--- src/rtl/edge_event_history_ring_defines.svh ---
// ----------------------------------------------------------------------------
// Edge event history ring: assertion macros
// Shared concurrent assertion forms; they compile to nothing in synthesis.
// ----------------------------------------------------------------------------
`ifndef EDGE_EVENT_HISTORY_RING_DEFINES_SVH
`define EDGE_EVENT_HISTORY_RING_DEFINES_SVH

`ifndef SYNTHESIS
// Same-cycle implication, disabled while reset is asserted.
`define EEHR_ASSERT_IMP(label, clk, rst_n, ante, cons) \
  label: assert property (@(posedge clk) disable iff (!rst_n) (ante) |-> (cons)) \
    else $error("edge event history ring: check failed");
// Next-cycle implication, disabled while reset is asserted.
`define EEHR_ASSERT_NXT(label, clk, rst_n, ante, cons) \
  label: assert property (@(posedge clk) disable iff (!rst_n) (ante) |=> (cons)) \
    else $error("edge event history ring: check failed");
`else
`define EEHR_ASSERT_IMP(label, clk, rst_n, ante, cons)
`define EEHR_ASSERT_NXT(label, clk, rst_n, ante, cons)
`endif

`endif

--- src/rtl/eehr_pkg.sv ---
// ----------------------------------------------------------------------------
// Edge event history ring package
// Entry type and cell operation codes shared by the cell and the top level.
// ----------------------------------------------------------------------------
package eehr_pkg;

  // One logged level change.
  typedef struct packed {
    logic [31:0] time_ms;
    logic        level;
  } entry_t;

  // What a cell loads at the next clock edge.
  typedef logic [1:0] cell_op_t;

  localparam cell_op_t OP_HOLD = 2'd0;  // keep the stored entry
  localparam cell_op_t OP_NEXT = 2'd1;  // take the entry of the next cell
  localparam cell_op_t OP_NEW  = 2'd2;  // take the freshly logged entry
  localparam cell_op_t OP_WRAP = 2'd3;  // take the entry of cell zero

endpackage

--- src/rtl/eehr_cell.sv ---
// ----------------------------------------------------------------------------
// Edge event history ring cell
// Holds one log entry and loads from its neighbor, from the head cell or
// from the new entry, as its operation code says.
// ----------------------------------------------------------------------------
module eehr_cell (
  input  logic              clk,
  input  eehr_pkg::cell_op_t op,
  input  eehr_pkg::entry_t   next_in,
  input  eehr_pkg::entry_t   head_in,
  input  eehr_pkg::entry_t   new_in,
  output eehr_pkg::entry_t   data_r
);
  import eehr_pkg::*;

  entry_t data_nxt;

  // Select the value loaded at the next edge.
  always_comb begin
    case (op)
      OP_HOLD: data_nxt = data_r;
      OP_NEXT: data_nxt = next_in;
      OP_NEW:  data_nxt = new_in;
      OP_WRAP: data_nxt = head_in;
      default: data_nxt = data_r;
    endcase
  end

  // Payload storage needs no reset.
  always_ff @(posedge clk) begin
    data_r <= data_nxt;
  end

endmodule

--- src/rtl/edge_event_history_ring.sv ---
// ----------------------------------------------------------------------------
// Edge event history ring
// Logs level changes of one pin with timestamps in a chain of DEPTH cells
// and dumps them oldest first on request.
// ----------------------------------------------------------------------------
// Usage:
//   Input beats carry in_func, in_raw_level and in_time_ms. A sample beat
//   (func 0) gives no result; the first sample after reset only sets
//   the baseline level. Each later level change is stored in the cell
//   chain, cell zero holding the oldest entry; once the chain is full,
//   the chain shifts by one and the oldest entry drops out.
//   A dump beat (func 1) gives one result beat per held entry, oldest
//   first, with out_last_of_run on the final one, or a single empty
//   marker when nothing is held. The chain rotates by one cell per
//   emitted result, and in_ready is low until the dump is done, also
//   while the receiver stalls. Results leave through an output register.
//   Samples sustain one beat per cycle while no dump is in progress.
//   A stalled receiver holds the output register; a sample may still be
//   accepted while a result waits. Reset empties the log and drops any
//   dump in progress.
// ----------------------------------------------------------------------------
`include "edge_event_history_ring_defines.svh"

module edge_event_history_ring #(
  parameter int DEPTH = 12
) (
  input  logic                             clk,
  input  logic                             rst_n,
  input  logic                             in_valid,
  output logic                             in_ready,
  input  logic                             in_func,
  input  logic [7:0]                       in_raw_level,
  input  logic [31:0]                      in_time_ms,
  output logic                             out_valid,
  input  logic                             out_ready,
  output logic [31:0]                      out_rec_time,
  output logic                             out_rec_level,
  output logic [$clog2(DEPTH+1)-1:0]       out_entry_count,
  output logic                             out_is_empty,
  output logic                             out_last_of_run
);
  import eehr_pkg::*;

  localparam int CW = $clog2(DEPTH + 1);
  localparam logic [CW-1:0] DEPTH_C = CW'(DEPTH);

  logic          baseline_r, baseline_nxt;
  logic          last_level_r, last_level_nxt;
  logic [CW-1:0] count_r, count_nxt;
  logic          busy_r, busy_nxt;
  logic [CW-1:0] step_r, step_nxt;
  logic          out_valid_r, out_valid_nxt;
  logic [31:0]   out_time_r, out_time_nxt;
  logic          out_level_r, out_level_nxt;
  logic [CW-1:0] out_count_r, out_count_nxt;
  logic          out_empty_r, out_empty_nxt;
  logic          out_last_r, out_last_nxt;

  logic          accept;
  logic          sample_lvl;
  logic          do_write;
  logic          slot_free;
  logic          do_rotate;
  logic          last_step;
  entry_t        new_entry;
  entry_t        cell_q  [DEPTH];
  cell_op_t      cell_op [DEPTH];

  assign in_ready   = !busy_r;
  assign accept     = in_valid && in_ready;
  assign sample_lvl = |in_raw_level;
  assign do_write   = accept && !in_func && baseline_r && (sample_lvl != last_level_r);
  assign slot_free  = !out_valid_r || out_ready;
  assign do_rotate  = busy_r && slot_free && (count_r != '0);
  assign last_step  = (step_r == count_r - CW'(1));
  assign new_entry  = '{time_ms: in_time_ms, level: sample_lvl};

  // Per-cell operation: append, shift when full, or rotate during a dump.
  always_comb begin
    for (int i = 0; i < DEPTH; i++) begin
      cell_op[i] = OP_HOLD;
      if (do_write) begin
        if (count_r != DEPTH_C) begin
          if (count_r == CW'(i)) cell_op[i] = OP_NEW;
        end else if (i == DEPTH - 1) begin
          cell_op[i] = OP_NEW;
        end else begin
          cell_op[i] = OP_NEXT;
        end
      end else if (do_rotate) begin
        if (CW'(i) == count_r - CW'(1)) cell_op[i] = OP_WRAP;
        else if (CW'(i) < count_r) cell_op[i] = OP_NEXT;
      end
    end
  end

  // The chain of cells; the last cell's neighbor input is never selected.
  for (genvar g = 0; g < DEPTH; g++) begin : g_cell
    if (g < DEPTH - 1) begin : g_mid
      eehr_cell u_cell (
        .clk     (clk),
        .op      (cell_op[g]),
        .next_in (cell_q[g+1]),
        .head_in (cell_q[0]),
        .new_in  (new_entry),
        .data_r  (cell_q[g])
      );
    end else begin : g_end
      eehr_cell u_cell (
        .clk     (clk),
        .op      (cell_op[g]),
        .next_in (cell_q[0]),
        .head_in (cell_q[0]),
        .new_in  (new_entry),
        .data_r  (cell_q[g])
      );
    end
  end

  // Control: baseline, level tracking, count and dump sequencing.
  always_comb begin
    baseline_nxt   = baseline_r;
    last_level_nxt = last_level_r;
    count_nxt      = count_r;
    busy_nxt       = busy_r;
    step_nxt       = step_r;
    if (accept && !in_func) begin
      baseline_nxt   = 1'b1;
      last_level_nxt = sample_lvl;
    end
    if (do_write && count_r != DEPTH_C) count_nxt = count_r + CW'(1);
    if (accept && in_func) begin
      busy_nxt = 1'b1;
      step_nxt = '0;
    end
    if (busy_r && slot_free) begin
      if (count_r == '0 || last_step) begin
        busy_nxt = 1'b0;
        step_nxt = '0;
      end else begin
        step_nxt = step_r + CW'(1);
      end
    end
  end

  // Output register: load a result beat when the slot is free.
  always_comb begin
    out_valid_nxt = out_valid_r && !out_ready;
    out_time_nxt  = out_time_r;
    out_level_nxt = out_level_r;
    out_count_nxt = out_count_r;
    out_empty_nxt = out_empty_r;
    out_last_nxt  = out_last_r;
    if (busy_r && slot_free) begin
      out_valid_nxt = 1'b1;
      if (count_r == '0) begin
        out_time_nxt  = '0;
        out_level_nxt = 1'b0;
        out_count_nxt = '0;
        out_empty_nxt = 1'b1;
        out_last_nxt  = 1'b1;
      end else begin
        out_time_nxt  = cell_q[0].time_ms;
        out_level_nxt = cell_q[0].level;
        out_count_nxt = count_r;
        out_empty_nxt = 1'b0;
        out_last_nxt  = last_step;
      end
    end
  end

  // Control registers are reset; output payload is not.
  always_ff @(posedge clk) begin
    if (!rst_n) begin
      baseline_r   <= 1'b0;
      last_level_r <= 1'b0;
      count_r      <= '0;
      busy_r       <= 1'b0;
      step_r       <= '0;
      out_valid_r  <= 1'b0;
    end else begin
      baseline_r   <= baseline_nxt;
      last_level_r <= last_level_nxt;
      count_r      <= count_nxt;
      busy_r       <= busy_nxt;
      step_r       <= step_nxt;
      out_valid_r  <= out_valid_nxt;
    end
  end

  always_ff @(posedge clk) begin
    out_time_r  <= out_time_nxt;
    out_level_r <= out_level_nxt;
    out_count_r <= out_count_nxt;
    out_empty_r <= out_empty_nxt;
    out_last_r  <= out_last_nxt;
  end

  assign out_valid       = out_valid_r;
  assign out_rec_time    = out_time_r;
  assign out_rec_level   = out_level_r;
  assign out_entry_count = out_count_r;
  assign out_is_empty    = out_empty_r;
  assign out_last_of_run = out_last_r;

  // Checks on the log and the dump sequencer.
  `EEHR_ASSERT_IMP(a_count_bound, clk, rst_n, 1'b1, count_r <= DEPTH_C)
  `EEHR_ASSERT_IMP(a_step_bound, clk, rst_n, busy_r && step_r != '0, step_r < count_r)
  `EEHR_ASSERT_NXT(a_dump_starts, clk, rst_n, accept && in_func, busy_r || out_valid_r)
  `EEHR_ASSERT_IMP(a_empty_marker, clk, rst_n, out_valid_r && out_empty_r,
                   out_last_r && out_count_r == '0)

endmodule
--- config.mk ---
export PLATFORM = sky130hd
export DESIGN_NAME = edge_event_history_ring
export DESIGN_NICKNAME = d
export VERILOG_FILES = /design/src/rtl/eehr_pkg.sv /design/src/rtl/eehr_cell.sv /design/src/rtl/edge_event_history_ring.sv
export VERILOG_INCLUDE_DIRS = /design/src /design/src/rtl
export SDC_FILE = /design/constraint.sdc
export NUM_CORES = 1
export LEC_CHECK = 0
export BUFFER_PORTS_ARGS = -buffer_cell sky130_fd_sc_hd__buf_2
export CAP_MARGIN = 20
export CORE_UTILIZATION = 32
export DETAILED_ROUTE_END_ITERATION = 10
export GPL_TIMING_DRIVEN = 0
export HOLD_SLACK_MARGIN = 0.12
export PLACE_DENSITY = 0.56
export SYNTH_ARGS = -nofsm -noshare
export SYNTH_HDL_FRONTEND = slang
export SYNTH_SLANG_ARGS = --single-unit
export TNS_END_PERCENT = 100
--- constraint.sdc ---
create_clock -name clk -period 6 [get_ports clk]
set_input_delay 0.6 -clock clk [delete_from_list [all_inputs] [get_ports clk]]
set_output_delay 0.6 -clock clk [all_outputs]
set_load 0.005 [all_outputs]
==> reports/qor.yml, run 1 <==
synth:
  synth-main-ff-cell: "edfxtp_1"
  netlist.area_leader.share_pct: 60.2
  synth_area_leader_cell: "edfxtp_1"
  ys_top_cells_by_area: "edfxtp_1 (60%), a22o_1 (9.4%), a21o_1 (8.1%)"
  syn-cell-area_mm2: 0.0217
  async_flop_share_pct: 0
  yosysSeqAreaShare_pct: 61.3
  synth_nets: 1623
  ys_seq_elements: 447
  avgSynthCellArea_um2: 13.8
  post_synth_num_cell_types: 53
  synthCells: 1569
  synth_edf_count: 435
  ys_warn_count: 0
layout:
  areaGrowthSynthToFinish_pct: 17.4
  multiInputGateArea_mm2: 0.00767
  regArea_mm2: 0.0133
  fillCellCount: 6323
  instances_no_fill: 2638
  fin_util_pct: 37.9
  num-nets-final: 1779
  layout-drive-gt1-share_pct: 18.3
  final_area_mm2: 0.0255
  final_cell_mix: "edfxtp_1 (435), a21o_1 (234), a22o_1 (232)"
  layout_commonest_cell: "edfxtp_1"
critical_path:
  cp-startpoint: "count_r[0]"
  worstRegToRegCells: 13
  cp-endpoint: "g_cell[0].g_mid.u_cell.data_r[20]"
  regToRegEndpoint: "g_cell[0].g_mid.u_cell.data_r[20]"
  cp_data_required_time_ns: 6.37
  worst-setup-path-type: "flip-flop to flip-flop"
  critPathMaxFanout: 10
  startpoint_type: "flip-flop"
  arrival_ns: 5.79
  r2r_setup_slack_ns: 0.58
  reg2reg_from: "count_r[0]"
  endpoint_kind: "flip-flop"
cts:
  clkTransAtPathRegs_ns: 0.06
  cts_hold_buf: 0
  cts.htree.levels: 2
  clk_latency_ns: 0.62
  cts_repair_resize_count: 0
  cts_max_path_buffers: 3
  cts-root-buf: "clkbuf_16"
  postCtsSetupBuffers: 0
  cts.sinks: 447
  cts_tree: "yes"
  numCtsBuffers: 49
floorplan:
  initial_core_util_pct: 32.3
  die_area_mm2: 0.0689
  die_w_um: 262
  pin_count: 86
  die_y_um: 262
  rows: 95
  core_mm2: 0.0672
place:
  place_area_mm2: 0.0237
  io_buffers: 85
  dp_cells: 2546
  place_congestion: 0.874
  hpwl_um: 48600
flow_run:
  drv_cap: 0
sta:
  finClkSkew_ns: 0.0274
  timing.fmax_ghz: 0.184
  tightest_slew_ns: 1.23
  finalMaxSlewViolations: 0
  relSlewSlack_pct: 18.3
  min_period_ns: 5.42
  grt_setup_unrepaired: "no"
  hold_slack_ns: 0.283
  period_share_pct: 90.4
  hold_viol_final: 0
  setup-violations-final: 0
global_routing:
  grt_overflow: 0
  antenna_found_initial: 4
  grt_pass1_vias: 15600
  grt_pass1_wl_um: 108000
  track_usage_pct: 21.2
  grt_max_degree: 25
detailed_routing:
  drtPass1Iterations: 5
  route.detailed.wl_per_inst_um: 28.0
  vias_per_cell: 5.92
  antenna_left: 0
  routed-via-count: 15600
  drt_first_iter_violations: 1507
  drt-total-wl_um: 74000
  drc: 0
pwr:
  p_total_uw: 6930
  total_leakage_power_uw: 0.00966
  p_per_area_mw_per_mm2: 272
  ir_drop_mv: 0.212
worst_hold_path:
  hold_path_class: "primary input to flip-flop"
run_status:
  status: "completed"
==> layout make-up <==
class,count,area share (%)
inverter,11,0.162
clock buffer,51,4.84
antenna,1,0.00982
multi-input combinational,915,30.1
tap,873,4.29
sequential,447,52.2
timing repair buffer,105,3.10
buffer,196,3.25
clock inverter,39,2.02
==> per-stage QoR <==
| stage | TNS, ns | worst slack, ns |
|---|---|---|
| after floorplan | 0 | 0.791 |
| after global placement | -566.50 | -2.76 |
| after detailed placement | 0 | 0.691 |
| after CTS | 0 | 0.705 |
| after global routing | 0 | 0.468 |
| final | 0 | 0.579 |
==> worst min path at each step <==
| stage | start | endpoint | slack (ns) | depth (start not counted) |
|---|---|---|---|---|
| final | rst_n | count_r[2] | 0.28 | 2 |
| after global routing | rst_n | count_r[2] | 0.28 | 2 |
| after CTS | rst_n | count_r[2] | 0.27 | 2 |
| after detailed placement | baseline_r | baseline_r | 0.48 | 2 |
| after global placement | baseline_r | baseline_r | 0.47 | 2 |
| after floorplan | baseline_r | baseline_r | 0.46 | 2 |
==> worst max-delay path: stages (launching register included) <==
cell and delay, ns:
dfxtp_1 0.42, clkbuf_1 0.37, inv_1 0.29, ha_1 0.38, or3b_2 0.28, and3_1 0.28
and2_1 0.16, clkbuf_1 0.41, clkbuf_1 0.68, a22o_1 0.23, ha_1 0.14, clkbuf_1 0.40
clkbuf_1 0.73, mux2_2 0.42
==> Yosys cell counts, types with 2 or more instances <==
library cell    n
edfxtp_1      435
a21o_1        234
a22o_1        232
clkbuf_1      158
a221o_1        99
and3_1         68
mux2_2         66
and2_1         39
nor3b_1        34
buf_2          31
nor2_1         23
a21oi_1        15
dfxtp_1        12
inv_1          11
nand2_1        11
ha_1            9
nor3_1          9
o21ai_0         9
a211oi_1        8
buf_6           7
a211oi_4        5
a21oi_2         4
nand4_1         4
xnor2_1         4
a2111oi_4       3
mux2i_1         3
nand3_1         3
a221oi_1        2
a31oi_1         2
nand2b_1        2
nor2b_1         2
nor4_2          2
o21a_1          2
o21bai_1        2
==> state kept, by name, summed over array words and instances, names as in the netlist <==
signal / count
g_cell.g_mid.u_cell.data_r: 363
g_cell.g_end.u_cell.data_r: 33
out_rec_time: 32
count_r: 4
out_entry_count: 4
step_r: 4
baseline_r: 1
busy_r: 1
last_level_r: 1
out_is_empty: 1
out_last_of_run: 1
out_rec_level: 1
out_valid: 1
==> cells by family after synthesis <==
family / after synthesis / share of synthesized area (%)
buffers and inverters: 207 / 4.00
AO/OA/AOI/OAI: 626 / 24.6
XOR/XNOR: 6 / 0.311
AND/OR/NAND/NOR: 205 / 5.76
multiplexers: 69 / 3.56
adder cells (fa/ha/maj): 9 / 0.519
flip-flops: 447 / 61.3
==> metal layers <==
metal	global-route usage, %	part of all wire (%)	up-vias
li1	-	-	6631
met1	27.3	40	7930
met2	34.9	47	870
met3	4.11	8.8	184
met4	8.51	4.1	6
met5	0	0.065	-
==> power breakdown <==
| part | total [µW] | leakage, µW | internal [µW] | switching (µW) |
|---|---|---|---|---|
| Sequential | 3410 | 0.00403 | 3400 | 7.17 |
| Combinational | 185 | 0.00479 | 54.9 | 130 |
| Clock | 3340 | 0.000850 | 1980 | 1360 |
| Total | 6930 | 0.00966 | 5430 | 1500 |
No activity file was read; power rests on OpenSTA's default activity.
==> run 2: changes to the inputs <==
--- a/config.mk
+++ b/config.mk
@@ -12,7 +12,7 @@
 export DETAILED_ROUTE_END_ITERATION = 10
 export GPL_TIMING_DRIVEN = 0
 export HOLD_SLACK_MARGIN = 0.12
-export PLACE_DENSITY = 0.56
+export PLACE_DENSITY_LB_ADDON = 0.12
 export SYNTH_ARGS = -nofsm -noshare
 export SYNTH_HDL_FRONTEND = slang
 export SYNTH_SLANG_ARGS = --single-unit
==> run 2 against run 1 <==
First-iteration DRC count fell by 1.5%. Critical path type unchanged. Sequential share of layout area rose by 0.27 points. Non-clock buffer count rose by 1. Wire length rose by 7.6%. Die area did not move.
==> reports/qor.yml, run 2 (synthesis results as in run 1) <==
run_status:
  status: "completed"
sta:
  finalMaxSlewViolations: 0
  relSlewSlack_pct: 24.0
  hold_slack_ns: 0.279
  tightest_slew_ns: 1.14
  grt_setup_unrepaired: "no"
  period_share_pct: 93.6
  setup-violations-final: 0
  finClkSkew_ns: 0.0192
  min_period_ns: 5.61
  hold_viol_final: 0
  timing.fmax_ghz: 0.178
cts:
  cts-root-buf: "clkbuf_16"
  clk_latency_ns: 0.62
  cts_max_path_buffers: 3
  postCtsSetupBuffers: 0
  cts.htree.levels: 2
  cts_tree: "yes"
  cts.sinks: 447
  numCtsBuffers: 51
  clkTransAtPathRegs_ns: 0.06
  cts_repair_resize_count: 0
  cts_hold_buf: 0
critical_path:
  slowest_stage: "clkbuf_1"
  endpoint_kind: "flip-flop"
  startpoint_type: "flip-flop"
  r2r_setup_slack_ns: 0.39
  crit_top_cell: "clkbuf_1"
  reg2reg_from: "count_r[0]"
  worstRegToRegCells: 13
  regToRegEndpoint: "g_cell[0].g_mid.u_cell.data_r[16]"
  cp_num_buf_inv: 6
  critPathMaxStageDelay_ns: 0.88
  cp_data_required_time_ns: 6.36
  arrival_ns: 5.98
  critPathMaxFanout: 10
  critical_path.cell_chain: "clkbuf_1 -> inv_1 -> ha_1 -> or3b_2 -> and3_1 -> and2_1 -> clkbuf_1 -> clkbuf_1 -> a22o_1 -> ha_1 -> clkbuf_1 -> clkbuf_1 -> mux2_2"
  worst-setup-path-type: "flip-flop to flip-flop"
  critPathTopFamily: "buffers and inverters"
detailed_routing:
  drc: 0
  vias_per_cell: 5.85
  drt_first_iter_violations: 1485
  antenna_left: 0
  drtPass1Iterations: 7
  route.detailed.wl_per_inst_um: 30.1
  routed-via-count: 15400
  drt-total-wl_um: 79600
layout:
  fin_util_pct: 37.7
  layout_commonest_cell: "edfxtp_1"
  areaGrowthSynthToFinish_pct: 16.8
  instances_no_fill: 2641
  num-nets-final: 1782
  antenna_cells: 0
  layout-drive-gt1-share_pct: 17.8
  top_register: "g_cell.g_mid.u_cell.data_r"
  largest_register_ffs: 363
  final_cell_mix: "edfxtp_1 (435), a21o_1 (234), a22o_1 (232)"
  final_area_mm2: 0.0253
  fillCellCount: 6390
flow_run:
  drv_cap: 0
pwr:
  combinationalPowerShare_pct: 2.8
  p_switching_uw: 1480
  p_total_uw: 6680
  switching_share_pct: 22.1
  total_leakage_power_uw: 0.00959
  p_clk_share_pct: 46.1
  p_int_uw: 5200
  p_seq_share_pct: 51.0
  ir_drop_mv: 0.267
  p_per_area_mw_per_mm2: 264
global_routing:
  grt_overflow: 0
  met3_usage_pct: 3.39
  busiest_layer: "met2"
  grt_max_degree: 23
  gr-usage-met2_pct: 37.8
  antenna_found_initial: 1
  track_usage_pct: 22.8
  grt_util_met1_pct: 30.6
  grt_pass1_wl_um: 115000
  grt_pass1_vias: 15600
worst_hold_path:
  min_delay_worst_endpoint: "count_r[2]"
  hold_path_class: "primary input to flip-flop"
  min_from: "rst_n"
  worstHoldPathCells: 2
floorplan:
  die_area_mm2: 0.0689
  die_y_um: 262
  core_mm2: 0.0672
  rows: 95
  pin_count: 86
  initial_core_util_pct: 32.3
  die_w_um: 262
place:
  dp_cells: 2548
  place_area_mm2: 0.0238
  place_congestion: 0.844
  io_buffers: 85
  hpwl_um: 52200
## run 2: cell types whose count changed in the layout (fill, tap and decap cells not counted), moves of 3 or more
cell       previous run  this run
bufinv_16            11         3
clkbuf_1            160       174
buf_12                6         9
clkinv_2             11         6
clkbuf_16            49        53
## run 2: layout make-up
cell class	instances	area, µm²	area share, %
clock inverter	24	204	0.805
inverter	11	41.3	0.163
clock buffer	69	1390	5.47
tap	873	1090	4.31
multi-input combinational	915	7670	30.3
timing repair buffer	106	815	3.21
sequential	447	13300	52.5
buffer	196	827	3.26
## run 2: how the worst max path moves through the flow
stage | slack, ns | end | depth (start not counted) | startpoint
global route | 0.1 | g_cell[0].g_mid.u_cell.data_r[16] | 13 | count_r[0]
global placement | -3.24 | g_cell[4].g_mid.u_cell.data_r[13] | 7 | in_raw_level[1]
detailed placement | 0.47 | g_cell[0].g_mid.u_cell.data_r[16] | 13 | count_r[0]
CTS | 0.45 | g_cell[0].g_mid.u_cell.data_r[20] | 13 | count_r[0]
finish | 0.39 | g_cell[0].g_mid.u_cell.data_r[16] | 13 | count_r[0]
floorplan | 0.79 | g_cell[9].g_mid.u_cell.data_r[0] | 10 | count_r[0]
## run 2: power groups by stage
stage | logic (µW) | registers, µW | clock network (µW)
3_3_place_gp | 183 | 3480 | 0
4_1_cts | 191 | 3410 | 3140
3_5_place_dp | 191 | 3480 | 0
5_1_grt | 204 | 3410 | 3240
2_1_floorplan | 88.4 | 3480 | 0
6_report | 190 | 3410 | 3080
## run 2: layer usage
metal,up-vias,part of all wire [%]
li1,6657,-
met1,8012,43
met2,647,48
met3,130,6.2
met4,0,3.3
met5,-,0
## run 2: stage by stage
stage	setup slack [ns]	setup TNS, ns
floorplan	0.791	0
global placement	-3.24	-656.54
detailed placement	0.466	0
CTS	0.452	0
global route	0.0993	0
finish	0.385	0
==> run 3: changes to the inputs <==
--- a/config.mk
+++ b/config.mk
@@ -12,6 +12,7 @@
 export DETAILED_ROUTE_END_ITERATION = 10
 export GPL_TIMING_DRIVEN = 0
 export HOLD_SLACK_MARGIN = 0.12
+export MAX_ROUTING_LAYER = met4
 export PLACE_DENSITY_LB_ADDON = 0.12
 export SYNTH_ARGS = -nofsm -noshare
 export SYNTH_HDL_FRONTEND = slang
==> run 3 against run 2 <==
Cell count did not move. Utilization did not move. Clock skew fell by 0.0022 ns. Wire length barely moved. Power barely moved. Sequential power barely moved. Clock power barely moved. Via count rose by 0.80%. Critical path depth did not move. Die area did not move. Non-clock buffer count did not move. Flip-flop and latch count did not move.
==> reports/qor.yml, run 3 (synthesis results as in run 1) <==
cts:
  clk_latency_ns: 0.61
  cts_tree: "yes"
  cts-root-buf: "clkbuf_16"
  cts_hold_buf: 0
  cts.sinks: 447
  clkTransAtPathRegs_ns: 0.06
  postCtsSetupBuffers: 0
  cts_max_path_buffers: 3
  numCtsBuffers: 51
  cts_repair_resize_count: 0
  cts.htree.levels: 2
sta:
  relSlewSlack_pct: 23.4
  finalMaxSlewViolations: 0
  tightest_slew_ns: 1.15
  hold_slack_ns: 0.282
  period_share_pct: 93.2
  timing.fmax_ghz: 0.179
  worst_slack_ns: 0.408
  min_period_ns: 5.59
  hold_viol_final: 0
  finClkSkew_ns: 0.0169
  grt_setup_unrepaired: "no"
  setup-violations-final: 0
pwr:
  total_leakage_power_uw: 0.00959
  p_per_area_mw_per_mm2: 264
  ir_drop_mv: 0.265
detailed_routing:
  antenna_left: 0
  detail_route.wirelength.met1_um: 34100
  drt-total-wl_um: 79600
  route.detailed.wl_per_inst_um: 30.1
  top_layer: "met4"
  drt_first_iter_violations: 1619
  vias_per_cell: 5.90
  routed-via-count: 15600
  wl_met3_um: 4940
  drc: 0
  drtPass1Iterations: 6
  wl_met2_um: 37900
layout:
  fillCellCount: 6390
  multiInputGateArea_mm2: 0.00767
  regArea_mm2: 0.0133
  final_area_mm2: 0.0253
  fin_util_pct: 37.7
  num-nets-final: 1782
  layout-drive-gt1-share_pct: 17.8
  areaGrowthSynthToFinish_pct: 16.8
  top_register: "g_cell.g_mid.u_cell.data_r"
  antenna_cells: 0
  layout_commonest_cell: "edfxtp_1"
  final_cell_mix: "edfxtp_1 (435), a21o_1 (234), a22o_1 (232)"
  largest_register_ffs: 363
critical_path:
  cp_num_buf_inv: 6
  arrival_ns: 5.95
  endpoint_kind: "flip-flop"
  crit_top_cell: "clkbuf_1"
  critPathTopFamily: "buffers and inverters"
  cp_data_required_time_ns: 6.36
  critical_path.cell_chain: "clkbuf_1 -> inv_1 -> ha_1 -> or3b_2 -> and3_1 -> and2_1 -> clkbuf_1 -> clkbuf_1 -> a22o_1 -> ha_1 -> clkbuf_1 -> clkbuf_1 -> mux2_2"
  worst-setup-path-type: "flip-flop to flip-flop"
  critPathMaxFanout: 10
  startpoint_type: "flip-flop"
  slowest_stage: "clkbuf_1"
  critPathMaxStageDelay_ns: 0.89
global_routing:
  grt_overflow: 0
  grt_pass1_vias: 15500
  grt_max_degree: 23
  track_usage_pct: 23.5
  antenna_found_initial: 1
  grt_pass1_wl_um: 115000
floorplan:
  core_mm2: 0.0672
  initial_core_util_pct: 32.3
  die_area_mm2: 0.0689
  pin_count: 86
  die_w_um: 262
  rows: 95
  die_y_um: 262
place:
  dp_slack_ns: 0.466
  io_buffers: 85
  place_area_mm2: 0.0238
  hpwl_um: 52200
  place_congestion: 0.858
flow_run:
  drv_cap: 0
run_status:
  status: "completed"
worst_hold_path:
  hold_path_class: "primary input to flip-flop"
## run 3: cell counts in the layout (fill, tap and decap cells not counted)
Identical to the previous run, type by type.
## run 3: cell type report
cell class / count / share of cell area (%)
Inverter: 11 / 0.163
Clock inverter: 24 / 0.805
Clock buffer: 69 / 5.47
Multi-Input combinational cell: 915 / 30.3
Timing Repair Buffer: 106 / 3.21
Tap cell: 873 / 4.31
Sequential cell: 447 / 52.5
Buffer: 196 / 3.26
## run 3: worst paths after layout
| check | from | endpoint | slack (ns) | cells after the start |
|---|---|---|---|---|
| hold reg to reg | baseline_r | baseline_r | 0.50 | 2 |
| hold / removal | rst_n | count_r[2] | 0.28 | 2 |
| setup / recovery | count_r[0] | g_cell[0].g_mid.u_cell.data_r[20] | 0.41 | 13 |
| setup reg to reg | count_r[0] | g_cell[0].g_mid.u_cell.data_r[20] | 0.41 | 13 |
## run 3: per-stage QoR
step / total power (µW) / std cells / TNS, ns
after floorplan: 3570 / 1569 / 0
after global placement: 3660 / 2527 / -656.54
after detailed placement: 3670 / 2548 / 0
after CTS: 6740 / 2641 / 0
after global routing: 6860 / 2641 / 0
final: 6680 / 2641 / 0
## run 3: power by group
part	total (µW)	switching [µW]	internal, µW	leakage [µW]
combinational	191	136	54.9	0.00480
sequential	3410	7.37	3400	0.00403
clock	3080	1330	1750	0.000765
## run 3: metal layers
layer | vias to the layer above | global-route usage [%]
li1 | 6665 | -
met2 | 685 | 37.8
met1 | 8070 | 30.6
met4 | 0 | 7.57
met5 | - | -
met3 | 149 | 3.36
## run 3: worst reg2reg max path, stage by stage (launching register included)
cell and delay [ns]:
dfxtp_1 0.42, clkbuf_1 0.38, inv_1 0.28, ha_1 0.39, or3b_2 0.29, and3_1 0.27, and2_1 0.16, clkbuf_1 0.42
clkbuf_1 0.73, a22o_1 0.24, ha_1 0.14, clkbuf_1 0.32, clkbuf_1 0.89, mux2_2 0.44
